**src/hdl/bts_pkg.sv**
```systemverilog
// ----------------------------------------------------------------------------
// Bilinear texture sampler package
// Shared constants, control structs and small helper functions.
// ----------------------------------------------------------------------------
package bts_pkg;

	// Defaults for the top-level parameters.
	localparam int STORE_TEXELS_DEF = 65536;
	localparam int FRAC_BITS_DEF    = 16;

	// Fixed field widths.
	localparam int TEXEL_W = 24;
	localparam int INDEX_W = 16;
	localparam int COORD_W = 17;
	localparam int DIM_W   = 9;
	localparam int CHAN_W  = 8;

	// Size of the linear address space a sample can form (row * width + column).
	localparam int LINEAR_SPAN = 65536;

	localparam logic [COORD_W-1:0] COORD_ONE = 17'h10000;
	localparam logic [DIM_W-1:0]   DIM_MAX   = 9'd256;
	localparam logic [DIM_W-1:0]   DIM_MIN   = 9'd1;

	// Item kinds.
	localparam logic KIND_WRITE  = 1'b0;
	localparam logic KIND_SAMPLE = 1'b1;

	// Configuration register indexes.
	localparam logic CFG_TEX_WIDTH  = 1'b0;
	localparam logic CFG_TEX_HEIGHT = 1'b1;

	// Color channel codes.
	localparam logic [1:0] CH_RED   = 2'd0;
	localparam logic [1:0] CH_GREEN = 2'd1;
	localparam logic [1:0] CH_BLUE  = 2'd2;

	// Control of the shared multiply-accumulate unit.
	typedef struct packed {
		logic en;
		logic accum;
	} mac_ctl_t;

	// Request to the address wrap unit.
	typedef struct packed {
		logic               start;
		logic [INDEX_W-1:0] value;
	} wrap_req_t;

	// Picks one color byte out of a packed texel.
	function automatic logic [CHAN_W-1:0] chan_byte(input logic [TEXEL_W-1:0] texel,
	                                                input logic [1:0] ch);
		logic [CHAN_W-1:0] b;
		case (ch)
			CH_RED:   b = texel[23:16];
			CH_GREEN: b = texel[15:8];
			CH_BLUE:  b = texel[7:0];
			default:  b = '0;
		endcase
		return b;
	endfunction

	// Limits a texture dimension to the supported range.
	function automatic logic [DIM_W-1:0] clamp_dim(input logic [DIM_W-1:0] d);
		logic [DIM_W-1:0] r;
		if (d == '0) begin
			r = DIM_MIN;
		end else if (d > DIM_MAX) begin
			r = DIM_MAX;
		end else begin
			r = d;
		end
		return r;
	endfunction

endpackage

```
**src/hdl/bts_mac.sv**
```systemverilog
// ----------------------------------------------------------------------------
// Shared multiply-accumulate unit
// Forms one product per cycle and either starts or extends the accumulator.
// ----------------------------------------------------------------------------
module bts_mac import bts_pkg::*; #(
	parameter int WA = FRAC_BITS_DEF + CHAN_W,
	parameter int WB = FRAC_BITS_DEF + 1,
	localparam int PW = WA + WB
) (
	input  logic          clk,
	input  mac_ctl_t      ctl,
	input  logic [WA-1:0] op_a,
	input  logic [WB-1:0] op_b,
	output logic [PW-1:0] acc_q
);

	logic [PW-1:0] prod;

	assign prod = op_a * op_b;

	// The accumulation never holds more than two products that fit in PW bits.
	always_ff @(posedge clk) begin
		if (ctl.en) begin
			acc_q <= (ctl.accum ? acc_q : '0) + prod;
		end
	end

endmodule

```
**config.mk**
```make
export PLATFORM = sky130hd
export DESIGN_NAME = bts_mac
export DESIGN_NICKNAME = d
export VERILOG_FILES = /design/src/hdl/bts_pkg.sv /design/src/hdl/bts_mac.sv
export SDC_FILE = /design/constraint.sdc
export NUM_CORES = 1
export LEC_CHECK = 0
export BUFFER_PORTS_ARGS = -buffer_cell sky130_fd_sc_hd__buf_2
export CELL_PAD_IN_SITES_DETAIL_PLACEMENT = 1
export CELL_PAD_IN_SITES_GLOBAL_PLACEMENT = 1
export CORE_AREA = 2 2 180 182
export CTS_CLUSTER_DIAMETER = 120
export CTS_CLUSTER_SIZE = 10
export DETAILED_ROUTE_END_ITERATION = 6
export DIE_AREA = 0 0 182 184
export PLACE_DENSITY_LB_ADDON = 0.05
export SLEW_MARGIN = 20
export SYNTH_ARGS = -nofsm -noshare
export SYNTH_HDL_FRONTEND = slang
export SYNTH_SLANG_ARGS = --single-unit
export TNS_END_PERCENT = 20
```
**constraint.sdc**
```tcl
create_clock -name clk -period 9.1 [get_ports clk]
set_clock_uncertainty 0.15 [all_clocks]
set_input_delay 1.82 -clock clk [delete_from_list [all_inputs] [get_ports clk]]
set_output_delay 1.82 -clock clk [all_outputs]
set_load 0.01 [all_outputs]
```
==> flow_metrics.tcl <==
set metrics [dict create \
    synth-main-ff-cell "edfxtp_1" \
    slew-limit-headroom 0.315 \
    r2r_slack_ns 3.04 \
    finalCoreUtilization 0.525 \
    synth_warnings 0 \
    synth_xor_area_frac 0.0190 \
    critPathLaunchType "input port" \
    crit_fanout 24 \
    avgRoutedWirePerCell_um 19.8 \
    largest-register "acc_q" \
    area_delta_synth_final_pct 5.20 \
    ant_nets 0 \
    postCtsSetupRepairBufs 0 \
    hold_viol 0 \
    detail_route.first_pass.iterations 5 \
    synth_cells 1748 \
    worstMarginPinSlew_ns 1.03 \
    endpoint_kind "flip-flop" \
    core-area_um2 31400 \
    yosys-top-cells-area "fa_1 (47%), inv_1 (12%), ha_1 (8.6%)" \
    numPortBuffers 84 \
    vias_per_cell 5.21 \
    setup_viol 0 \
    vias 11300 \
    largest_reg_flops 41 \
    antenna_found_initial 0 \
    final_common_cell "inv_1" \
    min_from "acc_q[0]" \
    fin_crit_sh 0.902 \
    status "completed" \
    syn_area_per_cell_um2 8.96 \
    maxSlewViolCount 0 \
    grt_max_degree 42 \
    hp-class "reg -> reg" \
    r2r_cells 18 \
    post-route-min-period_ns 8.21 \
    timing.rr.end "acc_q[32]" \
    die_h_um 184 \
    drtIter0Drc 637 \
    synth_seq_cells 41 \
    clk_pin_slew_ns 0.06 \
    tritoncts "built" \
    ctsLongestPathBuffers 2 \
    cp.required_ns 8.99 \
    numCtsBuffers 5 \
    ctsHoldBuffers 0 \
    drc 0 \
    synth_top_family_by_area "adder cells" \
    synth.cell_area_um2 15700 \
    synth.mux.area_fraction 0.000719 \
    synth_compound_area_frac 0.0476 \
    hold_path_end "acc_q[0]" \
    num-fill-cells 3716 \
    syn-num-nets 2269 \
    yosys.area_share.simple 0.161 \
    async_flop_share 0 \
    synthAdderAreaFrac 0.558 \
    die_width_um 182 \
    track_usage 0.280 \
    synth.largest_area_cell "fa_1" \
    largestRegisters "acc_q: 41 flops" \
    ctsResizeCount 0 \
    start_util 0.499 \
    rsz0062_at_grt "no" \
    io_pins 85 \
    max_freq_mhz 122 \
    synth.distinct_cells 53 \
    rows 65 \
    dp_hpwl_um 35600 \
    arrival_ns 8.10 \
    worstSetupPathType "in -> reg" \
    post-synth-top-area-fraction 0.472 \
    reg2reg_from "acc_q[9]" \
    die-area_um2 33500 \
    clock_latency_ns 0.29 \
    fin_setup_tns_ns 0 \
    htree_levels 2 \
    cts_sinks 41 \
    drv_cap 0 \
    wl_um 43100 \
    layout-drive-gt1-share 0.0582 \
    grt_overflow 0 \
    nNetsFinal 2291 \
    synth_seq_area_share 0.0786 \
    whs_path_depth 2 \
    grt_pass1_wl_um 72300 \
    antenna_cells 0 \
    first_global_vias 12900 \
    synth_edf_count 41 \
    gp_congestion 0.841 \
    layout_common_cells "inv_1 (483), fa_1 (369), nand2_1 (309)" \
    cts-root-buf "clkbuf_16" \
]
[layer usage]
metal	vias to the layer above	GRT usage	wire (um)
met5	-	0	0
met4	0	0.0306	280
met3	18	0.0406	2380
met2	257	0.440	19300
met1	5942	0.428	21200
li1	5098	-	-
[metrics by stage]
step / cells / area (um2) / hold slack, ns / setup WS [ns]
3_3_place_gp: 2165 / 16300 / 0.521 / 0.686
3_5_place_dp: 2165 / 16300 / 0.531 / 0.618
2_1_floorplan: 1748 / 15700 / 0.563 / 1.15
4_1_cts: 2173 / 16500 / 0.551 / 0.900
6_report: 2173 / 16500 / 0.544 / 0.890
5_1_grt: 2173 / 16500 / 0.597 / 0.557
[cell usage after synthesis (2+ instances only)]
library cell and instances:
buf_6 3, inv_1 483, ha_1 108, a21oi_1 27
nand2_1 309, a2111o_1 3, and4_1 3, xnor2_1 22
a31oi_1 5, a311oi_1 2, o21a_1 4, and3_1 2
o311ai_0 2, a221o_1 2, o31a_1 2, edfxtp_1 41
and2_1 167, a21o_1 23, clkbuf_1 67, fa_1 369
o211ai_1 2, nand3_1 8, nand3b_1 2, o21bai_1 2
a221oi_1 2, nor2_1 23, o21ai_0 9, nand2b_1 4
xor2_1 12, nand4_1 6, a211oi_1 2, nor3_1 11
[critical path, cell delays in order]
cell	delay (ns)
buf_2	0.48
nand2_1	0.17
fa_1	0.56
inv_1	0.06
fa_1	0.48
inv_1	0.06
fa_1	0.50
inv_1	0.05
fa_1	0.49
fa_1	0.50
inv_1	0.05
fa_1	0.50
inv_1	0.05
ha_1	0.39
a21oi_2	0.20
a21oi_1	0.08
o311a_1	0.34
a2111oi_2	0.36
a31oi_2	0.19
a22o_2	0.29
o41a_1	0.33
xnor2_1	0.13
[how the worst max path moves through the flow]
| stage | from | end | slack, ns |
|---|---|---|---|
| floorplan | op_b[2] | acc_q[37] | 1.15 |
| global placement | op_b[2] | acc_q[37] | 0.69 |
| detailed placement | op_b[2] | acc_q[37] | 0.62 |
| CTS | op_b[2] | acc_q[37] | 0.90 |
| global route | op_b[2] | acc_q[37] | 0.56 |
| finish | op_b[5] | acc_q[37] | 0.89 |
[area by class of cell]
| cell class | count | area (um2) | area share |
|---|---|---|---|
| multi-input cells | 1151 | 12300 | 0.747 |
| inverters | 483 | 1810 | 0.110 |
| flip-flops and latches | 41 | 1230 | 0.0748 |
| well taps | 402 | 503 | 0.0305 |
| repair buffers | 88 | 450 | 0.0274 |
| clock buffers | 6 | 129 | 0.00783 |
| clock inverters | 2 | 33.8 | 0.00205 |
[kinds of logic (layout without fill, tap and decap cells)]
group	Yosys count	after routing
compound gates	102	102
xor+xnor	34	34
fa+ha+maj	477	477
buf+inv	556	579
flops	41	41
mux	1	1
simple gates	537	537
Power is left out: the tool's default activity adds up to more than one toggle a clock period on the data nets, which glitch-free logic cannot reach.
