**config.mk**
```make
export PLATFORM = sky130hd
export DESIGN_NAME = bts_wrap
export DESIGN_NICKNAME = d
export VERILOG_FILES = /design/src/hdl/bts_pkg.sv /design/src/hdl/bts_wrap.sv
export SDC_FILE = /design/constraint.sdc
export NUM_CORES = 1
export LEC_CHECK = 0
export BUFFER_PORTS_ARGS = -buffer_cell sky130_fd_sc_hd__buf_2
export CAP_MARGIN = 10
export CORE_AREA = 2 2 39 41
export CTS_CLUSTER_DIAMETER = 50
export DETAILED_ROUTE_END_ITERATION = 10
export DIE_AREA = 0 0 41 43
export HOLD_SLACK_MARGIN = 0.02
export PLACE_DENSITY = 0.81
export RECOVER_POWER = 25
export SLEW_MARGIN = 10
export SYNTH_ARGS = -nofsm -noshare
export SYNTH_HDL_FRONTEND = slang
export SYNTH_SLANG_ARGS = --single-unit
```
**constraint.sdc**
```tcl
create_clock -name clk -period 1 [get_ports clk]
set_input_delay 0.2 -clock clk [delete_from_list [all_inputs] [get_ports clk]]
set_output_delay 0.2 -clock clk [all_outputs]
set_load 0.03 [all_outputs]
```
**src/hdl/bts_pkg.sv**
```systemverilog
// ----------------------------------------------------------------------------
// Bilinear texture sampler package
// Shared constants, control structs and small helper functions.
// ----------------------------------------------------------------------------
package bts_pkg;

	// Defaults for the top-level parameters.
	localparam int STORE_TEXELS_DEF = 65536;
	localparam int FRAC_BITS_DEF    = 16;

	// Fixed field widths.
	localparam int TEXEL_W = 24;
	localparam int INDEX_W = 16;
	localparam int COORD_W = 17;
	localparam int DIM_W   = 9;
	localparam int CHAN_W  = 8;

	// Size of the linear address space a sample can form (row * width + column).
	localparam int LINEAR_SPAN = 65536;

	localparam logic [COORD_W-1:0] COORD_ONE = 17'h10000;
	localparam logic [DIM_W-1:0]   DIM_MAX   = 9'd256;
	localparam logic [DIM_W-1:0]   DIM_MIN   = 9'd1;

	// Item kinds.
	localparam logic KIND_WRITE  = 1'b0;
	localparam logic KIND_SAMPLE = 1'b1;

	// Configuration register indexes.
	localparam logic CFG_TEX_WIDTH  = 1'b0;
	localparam logic CFG_TEX_HEIGHT = 1'b1;

	// Color channel codes.
	localparam logic [1:0] CH_RED   = 2'd0;
	localparam logic [1:0] CH_GREEN = 2'd1;
	localparam logic [1:0] CH_BLUE  = 2'd2;

	// Control of the shared multiply-accumulate unit.
	typedef struct packed {
		logic en;
		logic accum;
	} mac_ctl_t;

	// Request to the address wrap unit.
	typedef struct packed {
		logic               start;
		logic [INDEX_W-1:0] value;
	} wrap_req_t;

	// Picks one color byte out of a packed texel.
	function automatic logic [CHAN_W-1:0] chan_byte(input logic [TEXEL_W-1:0] texel,
	                                                input logic [1:0] ch);
		logic [CHAN_W-1:0] b;
		case (ch)
			CH_RED:   b = texel[23:16];
			CH_GREEN: b = texel[15:8];
			CH_BLUE:  b = texel[7:0];
			default:  b = '0;
		endcase
		return b;
	endfunction

	// Limits a texture dimension to the supported range.
	function automatic logic [DIM_W-1:0] clamp_dim(input logic [DIM_W-1:0] d);
		logic [DIM_W-1:0] r;
		if (d == '0) begin
			r = DIM_MIN;
		end else if (d > DIM_MAX) begin
			r = DIM_MAX;
		end else begin
			r = d;
		end
		return r;
	endfunction

endpackage

```
**src/hdl/bts_wrap.sv**
```systemverilog
// ----------------------------------------------------------------------------
// Address wrap unit
// Reduces a 16-bit linear texel address modulo the store depth.
// ----------------------------------------------------------------------------
module bts_wrap import bts_pkg::*; #(
	parameter int STORE_TEXELS = STORE_TEXELS_DEF,
	localparam int AW = (STORE_TEXELS > 1) ? $clog2(STORE_TEXELS) : 1
) (
	input  logic          clk,
	input  logic          arst_n,
	input  wrap_req_t     req,
	output logic          done,
	output logic [AW-1:0] addr
);

	localparam bit POW2     = (STORE_TEXELS & (STORE_TEXELS - 1)) == 0;
	localparam bit NEED_MOD = (STORE_TEXELS < LINEAR_SPAN) && (!POW2 || STORE_TEXELS == 1);

	generate
		if (NEED_MOD) begin : g_mod
			// A reciprocal multiply estimates the quotient into quot_s1. The
			// estimate is exact or one too small, so the remainder is then formed
			// into rem_q and the depth is subtracted from it at most once.
			localparam int                 RW    = $clog2(STORE_TEXELS + 1);
			localparam logic [32:0]        RECIP = 33'((64'd1 << 32) / STORE_TEXELS);
			localparam logic [INDEX_W-1:0] DIV_K = INDEX_W'(STORE_TEXELS);

			logic [INDEX_W-1:0]   val_s1;
			logic [INDEX_W-1:0]   quot_s1;
			logic                 done_s1;
			logic [RW-1:0]        rem_q;
			logic                 done_q;
			logic [INDEX_W+32:0]  prod;
			logic [2*INDEX_W-1:0] back_full;
			logic [INDEX_W-1:0]   raw;
			logic [INDEX_W-1:0]   fix;

			assign prod      = (INDEX_W + 33)'(req.value) * (INDEX_W + 33)'(RECIP);
			assign back_full = quot_s1 * DIV_K;
			assign raw       = val_s1 - back_full[INDEX_W-1:0];
			assign fix       = (raw >= DIV_K) ? raw - DIV_K : raw;

			always_ff @(posedge clk or negedge arst_n) begin
				if (!arst_n) begin
					done_s1 <= 1'b0;
					done_q  <= 1'b0;
				end else begin
					done_s1 <= req.start;
					done_q  <= done_s1;
				end
			end

			always_ff @(posedge clk) begin
				if (req.start) begin
					val_s1  <= req.value;
					quot_s1 <= prod[32 +: INDEX_W];
				end
				if (done_s1) begin
					rem_q <= RW'(fix);
				end
			end

			assign done = done_q;
			assign addr = AW'(rem_q);
		end else begin : g_pass
			// A power-of-two or large store needs only truncation or extension.
			logic [AW-1:0] addr_q;
			logic          done_q;

			always_ff @(posedge clk or negedge arst_n) begin
				if (!arst_n) begin
					done_q <= 1'b0;
				end else begin
					done_q <= req.start;
				end
			end

			always_ff @(posedge clk) begin
				if (req.start) begin
					addr_q <= AW'(req.value);
				end
			end

			assign done = done_q;
			assign addr = addr_q;
		end
	endgenerate

endmodule

```
==> results.sh <==
export IMPL_status="complete, but fails checks"
export IMPL_violations="setup timing"
export IMPL_synthDistinctLibCells=2
export IMPL_synthToLayoutAreaGrowth_pct=66.83
export IMPL_critPathBufInv=1
export IMPL_synth_compound_area_share=0
export IMPL_crit_slowest_cell="edfxtp_1"
export IMPL_postCtsSetupRepairBufs=0
export IMPL_cts_tree="done"
export IMPL_maxSlewHeadroom=0.7622
export IMPL_ant_nets=0
export IMPL_hold_ws_ps=93.97
export IMPL_ir_worst_vdd_mv=1.013
export IMPL_hp_start="req[15]"
export IMPL_ys_warn_count=0
export IMPL_num_fill_cells=115
export IMPL_critPathRequiredTime_ps=800
export IMPL_viasPerCell=4.137
export IMPL_clk_pin_slew_worst_paths_ps=90
export IMPL_synthMuxAreaShare=0
export IMPL_multiInputGateArea_sq_um=0
export IMPL_multi_input_gates=0
export IMPL_synthCells=17
export IMPL_critPathTopFamily="flip-flops"
export IMPL_ys_seq_elements=17
export IMPL_wire_per_inst_um=11.88
export IMPL_ios=36
export IMPL_initial_core_util=0.3653
export IMPL_cp_start_kind="flop"
export IMPL_grt_pass1_vias=311
export IMPL_cts_buffer_depth=2
export IMPL_hp_class="input pin to flop"
export IMPL_vias=302
export IMPL_maxCapViolCount=0
export IMPL_rows=14
export IMPL_core_area_sq_um=1384
export IMPL_slew_viol_final=0
export IMPL_clock_sinks=17
export IMPL_min_to="addr[15]$_DFFE_PP_"
export IMPL_worstPathCellList="buf_6"
export IMPL_synth_common_cells="edfxtp_1, dfrtp_1"
export IMPL_synth_top_area_frac=0.9505
export IMPL_drive_gt1_frac=0.6667
export IMPL_die_w_um=41
export IMPL_port_buffers=35
export IMPL_synth_area_sq_um=505.5
export IMPL_diodes=0
export IMPL_routed_wl_um=867
export IMPL_layout_setup_ws_ps=-51.43
export IMPL_htree_levels=1
export IMPL_hold_violations=0
export IMPL_dieArea_sq_um=1763
export IMPL_grt_pass1_wl_um=1200
export IMPL_worst_pin_slew_ps=356.7
export IMPL_grt_max_degree=18
export IMPL_synth_area_top_cells="edfxtp_1, dfrtp_1"
export IMPL_hold_depth=1
export IMPL_dpl_cell_area_sq_um=700.7
export IMPL_synthArstFlopShare=0.05882
export IMPL_design_area_sq_um=843.3
export IMPL_synth_edf_count=16
export IMPL_drtIter0Drc=1
export IMPL_clock_fmax_mhz=951.1
export IMPL_overflow=0
export IMPL_die_y_um=43
export IMPL_cts_buffers=3
export IMPL_antenna_found_initial=0
export IMPL_syn_nets=36
export IMPL_cp_arrival_ps=850
export IMPL_cts_root_buf="clkbuf_4"
export IMPL_synth_simple_gate_area_frac=0
export IMPL_critical_path_class="flop to output port"
export IMPL_synth_fa_ha_area_frac=0
export IMPL_synth_main_ff_cell="edfxtp_1"
export IMPL_setup_viol=16
export IMPL_final_nets=77
export IMPL_rsz0062_at_grt="yes"
export IMPL_groute_usage_overall=0.1081
export IMPL_drc=0
export IMPL_max_stage_delay_ps=420
export IMPL_fin_crit_ps=1051
export IMPL_avgSynthCellArea_sq_um=29.73
export IMPL_synth_most_common_cell="edfxtp_1"
export IMPL_power_density_nw_per_um2=1749
export IMPL_tns_ps=-269.6
export IMPL_yosys_area_top_type="edfxtp_1"
export IMPL_synth_xor_area_share=0
export IMPL_place_gp_congestion=0.5378
export IMPL_finalCritPeriodShare=1.051
export IMPL_place_ws_ps=128.4
export IMPL_critPathMaxFanout=1
export IMPL_end_kind="output port"
export IMPL_first_pass_iters=2
export IMPL_p_leak_nw=0.3611
export IMPL_yosysSeqAreaShare=1.000
where the power goes:
group	switching (mW)	internal [mW]	leakage [nW]	total [mW]
clock network	0.187	0.154	0.0150	0.341
logic	0.147	0.123	0.178	0.270
registers	0.0246	0.840	0.168	0.865
total	0.358	1.12	0.361	1.48
sequential cells by signal, indices dropped and copies added, names as in the netlist:
signal / count
addr: 16
done: 1
layout make-up:
cell class,count,area [sq um],area share
timing repair buffer,36,291.5,0.3457
tap,16,20.02,0.02374
sequential,17,505.5,0.5994
clock buffer,4,26.28,0.03116
logic make-up (layout without fill, tap and decap cells):
| family | count (synthesis) | in the layout |
|---|---|---|
| DFF | 17 | 17 |
| buffers and inverters | 0 | 40 |
stage by stage:
step	cells	utilization	total power, mW
floorplan	17	-	0.9828
global placement	68	0.5063	1.069
detailed placement	68	0.5063	1.075
CTS	73	0.6094	1.492
global route	73	0.6094	1.539
finish	73	0.6094	1.475
metal layers:
layer  routed length, um  vias up  global-route usage
li1                    -      148                   -
met1                 305      133              0.1083
met2                 474       21              0.1875
met3                  87        0             0.04188
met4                   0        0             0.04000
met5                   0        -                   0
cells in the final DEF, fill, tap and decap left out, drive strengths merged:
master | Yosys | final
edfxtp | 16 | 16
dlygate4sd3 | 0 | 1
clkbuf | 0 | 4
buf | 0 | 35
dfrtp | 1 | 1
how the worst max path moves through the flow:
stage,startpoint,endpoint,cells after the start
5_1_grt,addr[5]$_DFFE_PP_,addr[5],1
4_1_cts,addr[5]$_DFFE_PP_,addr[5],1
2_1_floorplan,addr[0]$_DFFE_PP_,addr[0],0
3_5_place_dp,req[16],addr[14]$_DFFE_PP_,1
3_3_place_gp,req[16],addr[10]$_DFFE_PP_,1
6_report,addr[5]$_DFFE_PP_,addr[5],1
what timing repair did:
item,CTS,global route
hold buffers,1,0
resized for setup,34,0
endpoints found under the setup margin,17,17
endpoints found under the hold margin,1,0
No activity file was read; power rests on OpenSTA's default activity.
